--- src/design/smau_pkg.sv ---
`timescale 1ns / 1ps
// ----------------------------------------------------------------------------
// smau_pkg
// Types, op codes and constants shared by the stack arithmetic unit.
// ----------------------------------------------------------------------------
package smau_pkg;

  localparam int unsigned DefStackDepth = 64;
  localparam int unsigned CellW = 64;
  localparam int unsigned OpW = 5;
  localparam int unsigned DepthW = 7;
  localparam int unsigned ErrW = 2;

  typedef enum logic [OpW-1:0] {
    OP_PUSH = 5'd0, OP_ADD = 5'd1, OP_SUB = 5'd2, OP_MUL = 5'd3,
    OP_DIV = 5'd4, OP_MOD = 5'd5, OP_DIVMOD = 5'd6, OP_MULDIV = 5'd7,
    OP_MULDIVMOD = 5'd8, OP_INC1 = 5'd9, OP_DEC1 = 5'd10, OP_INC2 = 5'd11,
    OP_DEC2 = 5'd12, OP_SHL = 5'd13, OP_SHR = 5'd14, OP_ABS = 5'd15,
    OP_NEG = 5'd16, OP_MIN = 5'd17, OP_MAX = 5'd18
  } op_t;

  typedef enum logic [ErrW-1:0] {
    ERR_OK = 2'd0, ERR_UNDER = 2'd1, ERR_DIVZ = 2'd2, ERR_OVER = 2'd3
  } err_t;

  typedef enum logic [3:0] {
    ST_IDLE, ST_CHK, ST_POP, ST_EXEC, ST_MULA, ST_MULB, ST_DSTART, ST_DIV,
    ST_WRA, ST_WRB, ST_RDT, ST_RDS, ST_RDL, ST_OUT
  } state_t;

  typedef struct packed {
    logic [OpW-1:0] op;
    logic signed [CellW-1:0] literal;
  } in_word_t;

  typedef struct packed {
    logic signed [CellW-1:0] top_value;
    logic signed [CellW-1:0] second_value;
    logic [DepthW-1:0] depth;
    logic [ErrW-1:0] error_code;
  } out_word_t;

  typedef struct packed {
    logic start;
    logic [127:0] dividend;
    logic [CellW-1:0] divisor;
  } div_req_t;

  typedef struct packed {
    logic done;
    logic [CellW-1:0] quo;
    logic [CellW-1:0] rem;
  } div_rsp_t;

endpackage

--- src/design/smau_div.sv ---
`timescale 1ns / 1ps
// ----------------------------------------------------------------------------
// smau_div
// Unsigned 128 / 64 restoring divider, one quotient bit per cycle.
// ----------------------------------------------------------------------------
module smau_div import smau_pkg::*; (
  input  logic     clk,
  input  logic     rst,
  input  div_req_t req,
  output div_rsp_t rsp
);

  logic [127:0] num;
  logic [CellW-1:0] rem;
  logic [CellW-1:0] quo;
  logic [CellW-1:0] dsr;
  logic [7:0] cnt;
  logic busy;
  logic done_r;

  logic [CellW:0] shifted;
  logic take;

  // one restoring step
  always_comb begin
    shifted = {rem, num[127]};
    take = (shifted >= {1'b0, dsr});
  end

  always_ff @(posedge clk) begin
    if (rst) begin
      busy <= 1'b0;
      done_r <= 1'b0;
    end else begin
      done_r <= 1'b0;
      if (req.start) begin
        busy <= 1'b1;
        num <= req.dividend;
        dsr <= req.divisor;
        rem <= '0;
        quo <= '0;
        cnt <= 8'd128;
      end else if (busy) begin
        num <= {num[126:0], 1'b0};
        rem <= take ? CellW'(shifted - {1'b0, dsr}) : shifted[CellW-1:0];
        quo <= {quo[CellW-2:0], take};
        cnt <= cnt - 8'd1;
        if (cnt == 8'd1) begin
          busy <= 1'b0;
          done_r <= 1'b1;
        end
      end
    end
  end

  assign rsp.done = done_r;
  assign rsp.quo = quo;
  assign rsp.rem = rem;

endmodule

--- config.mk ---
export PLATFORM = sky130hd
export DESIGN_NAME = smau_div
export DESIGN_NICKNAME = d
export VERILOG_FILES = /design/src/design/smau_pkg.sv /design/src/design/smau_div.sv
export SDC_FILE = /design/constraint.sdc
export NUM_CORES = 1
export LEC_CHECK = 0
export ABC_AREA = 1
export BUFFER_PORTS_ARGS = -buffer_cell sky130_fd_sc_hd__buf_2
export CORE_ASPECT_RATIO = 0.8
export CORE_UTILIZATION = 35
export DETAILED_ROUTE_END_ITERATION = 7
export GPL_TIMING_DRIVEN = 0
export PLACE_DENSITY = 0.54
export SLEW_MARGIN = 40
export SYNTH_ARGS = -nofsm -noshare
export SYNTH_HDL_FRONTEND = slang
export SYNTH_SLANG_ARGS = --single-unit
export TNS_END_PERCENT = 10
--- constraint.sdc ---
create_clock -name clk -period 17.5 [get_ports clk]
set_input_delay 1.75 -clock clk [delete_from_list [all_inputs] [get_ports clk]]
set_output_delay 1.75 -clock clk [all_outputs]
set_load 0.01 [all_outputs]
Yosys cells after proc, flatten, opt, wreduce, memory -nomap -nowiden
Cells that the tools add are included.
{"block": "word_totals", "out_inout_bits": 129, "input_bits": 195, "ff_bits": 330, "wordCells": 27}
{"block": "op_classes", "reduce_logical": 4, "n_lt_le_gt_ge": 1, "n_addsub": 2, "n_eq_ne": 1, "muxes": 10, "n_bitwise": 2}
{"operator": "$mux 128", "count": 2}
{"operator": "$mux 64", "count": 3}
{"operator": "$ge 65x64->1", "count": 1}
{"operator": "$sub 64x64->64", "count": 1}
{"operator": "$eq 8x1->1 const B", "count": 1}
{"operator": "$mux 8", "count": 1}
{"operator": "$sub 8x1->8 const B", "count": 1}
{"operator": "$mux 1", "count": 4}
{"operator": "$reduce_and 2->1", "count": 2}
{"operator": "$reduce_or 3->1", "count": 1}
{"operator": "$not 1->1", "count": 2}
{"operator": "$reduce_bool 2->1", "count": 1}

Depth between registers and ports, before layout
{"block": "logic_depth", "ltp_word": 4, "depth_mapped": 19, "depth_no_buf": 17}

Least setup slack after synthesis
Ideal clock, no wire load.
{"block": "synth_timing", "kind": "input to register", "from": "input req[192] in the netlist's numbering", "to": "register cnt[0], enable pin", "stages": 3, "path_buffers": 1, "t_required_ps": 16518, "setup_time_ps": 982, "setup_slack_ps": 1962, "arrival_ps": 14557, "path_cell_list": "clkinv_1 clkbuf_1 a21oi_1"}
{"block": "synth_via", "elab_chain_cells": 2}
{"element": "from (decl)", "line_no": "smau_div.sv:9", "source": "input div_req_t req,"}
{"element": "$reduce_bool 2->1 (no source line)"}
{"element": "$reduce_and 2->1 (no source line)"}
{"element": "to (signal assigned)", "line_no": "smau_div.sv:47", "source": "cnt <= cnt - 8'd1;"}
{"element": "to (decl)", "line_no": "smau_div.sv:17", "source": "logic [7:0] cnt;"}
No other way between the ends.
A chain may end at the register's enable or synchronous reset.

Worst setup path after layout
{"block": "layout_timing", "from": "input req[192] in the netlist's numbering", "to": "register num[111], enable pin"}
{"block": "layout_via", "elab_chain_cells": 2}
{"element": "$reduce_bool 2->1 (no source line)"}
{"element": "$reduce_and 2->1 (no source line)"}
{"element": "to (signal assigned)", "line_no": "smau_div.sv:38", "source": "num <= req.dividend;"}
{"element": "to (signal assigned)", "line_no": "smau_div.sv:44", "source": "num <= {num[126:0], 1'b0};"}
{"element": "to (decl)", "line_no": "smau_div.sv:13", "source": "logic [127:0] num;"}
No other way between the ends.

==> metrics <==
final worst clock skew=23.3 ps; worst r2r src=rem[5]; Vias=17,000; outcome=complete, no violations; final worst-path cycle share=20.2%; Post-synth ARST share=0%; Initial Util=35.8%; antenna-violating nets left=0; core area=55,900 sq um; Cell Pwr Density=95.6 nW/um^2; RSZ-0062 raised after global routing=no; Max-Cap Viols=0; Worst-Margin Slew=760 ps; hold_sp=num[112]; placed insts=3,747; fmax=283 MHz; Slew Viols, Final=0; Hold Violations, Final=0; post-synthesis sequential area ratio=49.5%; leading post-synthesis cells by cell area=edfxtp_1 49%, nand2_1 21%, inv_1 9.5%, nor2_1 5.4%, ha_1 4.1%; Root Driver=clkbuf_16; Mapped Nets=2,915; top cell type's share of synthesized area=49.3%; FP Rows=77; Hold WS=509 ps; syn_area_per_cell=7.54 sq um; routed length per instance=16.0 microns; static leakage=0.0126 uW; VDD IR max=0.0649 mV; CP bufs+invs=8; Synth cell types=36; # hold bufs at CTS=0; critical path startpoint=req[192]; most frequent cells after synthesis=1,129 x nand2_1, 506 x inv_1, 328 x edfxtp_1, 290 x nor2_1, 67 x nand3_1; Reg2Reg Setup Slack=14,250 ps; Layout Cells excl Fill=3,819; fin area=24,100 sq um; initial DRC count=1,183; DR vias/cell=4.46; Post-Synthesis Cell Area=20,000 sq um; Ys Warns=0; Remaining DRCs=0; Crit-path slowest cell=a21oi_4; die width=269 microns; layout cells sized above 1=15.3%; DR top layer=met5; Die Span Y=216 microns; Worst Path Max Fanout=18; CTS buffer count=37; Synth area leader=edfxtp_1; Post-DP Area=22,900 sq um; Worst Path Required=17,760 ps; vias in the first global route=16,700; Setup WS pre-CTS=13,330 ps; DP HPWL=49.6 mm; top_reg_cell synth=edfxtp_1; Crit. End Element=flip-flop; CTS tree=built; GRT overflow=0; min Tclk post-route=3530 ps; Synth Register Bits=330; worst rel slew slack=49.3%; GP Congestion=0.938; Worst Setup Start Kind=input port; # setup viols final=0; routed metal-1 wire length=28.8 mm; final worst setup slack=13,970 ps; routed wire length=60.9 mm; count leader, synth=nand2_1; Setup TNS=0 ps; post-synthesis instance total=2,653; crit path kind=in -> reg; gr usage total=20.8%; total I/O pin count=324; initial antenna violation count=16; Buffers on Ports=323; Crit path max-delay family=buffers and inverters; CTS max path bufs=3; Post-CTS Setup Inserts=0; Max stage delay on crit path=400 ps; CP cell instances=buf_2 -> clkinv_1 -> clkbuf_2 -> a21oi_4 -> buf_8 -> buf_16 -> buf_8 -> buf_8 -> buf_6; clock tree sinks=330; full die area=58,100 sq um; clock slew at reported path FFs=60 ps; cts repair resizes=0; met3 wire len=4.08 mm; CP Data Arrival Time=3790 ps; number of flops mapped to enable cells by yosys=328; DR pass1 iterations=6; H-tree depth=2; first-pass GRT wire length=93.9 mm; met2 routed WL=26.7 mm; largest net degree at the start of global routing=21; most frequent cell on the critical path=buf_8; worst hold path class=reg -> reg; area grow syn2layout=20.6%; clock latency on the worst-skew pair=560 ps; Nets=3,298
## stage by stage
stage	power, uW	util (%)
floorplan	1360	-
detailed placement	1540	41.0
finish	2310	43.2
global route	2440	43.1
global placement	1560	40.4
CTS	2340	43.1
## worst min-delay path: stages (launching register included)
cell and delay, ps:
edfxtp_1 320, nand2_1 50, nand2_1 40
## flip-flops by register name (all words and copies together) (netlist names)
signal	cells
busy	1
cnt	8
done_r	1
dsr	64
num	128
quo	64
rem	64
## metal layers
metal	GRT usage [%]	vias to the layer above
li1	-	8855
met1	28.7	7700
met3	5.22	88
met4	4.65	22
met5	0	-
met2	32.8	382
## layout by cell type (no fill, tap or decap), types with 3 or more instances in the layout
| cell | n |
|---|---|
| nand3_2 | 10 |
| ha_1 | 66 |
| clkbuf_2 | 3 |
| nand3_1 | 67 |
| nor2_2 | 24 |
| nand2_1 | 1129 |
| clkinvlp_4 | 3 |
| nor4_1 | 5 |
| and2_1 | 3 |
| diode_2 | 5 |
| clkbuf_16 | 38 |
| inv_1 | 506 |
| nand2_2 | 3 |
| nand4_1 | 10 |
| nor3_1 | 7 |
| nand3b_1 | 40 |
| clkbuf_1 | 41 |
| edfxtp_1 | 328 |
| o21ai_0 | 8 |
| buf_6 | 6 |
| clkinv_1 | 10 |
| buf_2 | 336 |
| xor2_1 | 31 |
| clkinv_2 | 7 |
| a21oi_1 | 47 |
| buf_8 | 18 |
| bufinv_16 | 3 |
| nor2_1 | 289 |
## layout make-up
type / instances / area (sq um)
Timing Repair Buffer: 344 / 1950
Multi-Input combinational cell: 1753 / 7910
Antenna cell: 5 / 12.5
Clock buffer: 42 / 966
Tap cell: 750 / 938
Clock inverter: 25 / 226
Fill cell: 5985 / 31800
Sequential cell: 330 / 9890
Buffer: 62 / 318
Inverter: 508 / 1910
## kinds of logic (layout without fill, tap and decap cells)
logic type | after synthesis | count (layout) | synth area share, %
adder cells (fa/ha/maj) | 67 | 67 | 4.23
XOR/XNOR | 32 | 32 | 1.40
buffers and inverters | 570 | 981 | 11.1
flip-flops | 330 | 330 | 49.5
AND/OR/NAND/NOR | 1595 | 1595 | 32.3
other | 0 | 5 | 0
AO/OA/AOI/OAI | 59 | 59 | 1.52
## report_power, final
group | leakage, uW | total (uW) | switching [uW] | internal (uW)
Combinational | 0.00888 | 557 | 371 | 186
Clock | 0.000578 | 777 | 333 | 444
Sequential | 0.00318 | 971 | 26.2 | 945
## final timing paths
check                   to  cells past startpoint
hold reg to reg   num[113]                      2
setup reg to reg   rem[46]                     15
setup / recovery  num[111]                      9
hold / removal    num[113]                      2
(Power assumes the default switching activity.)
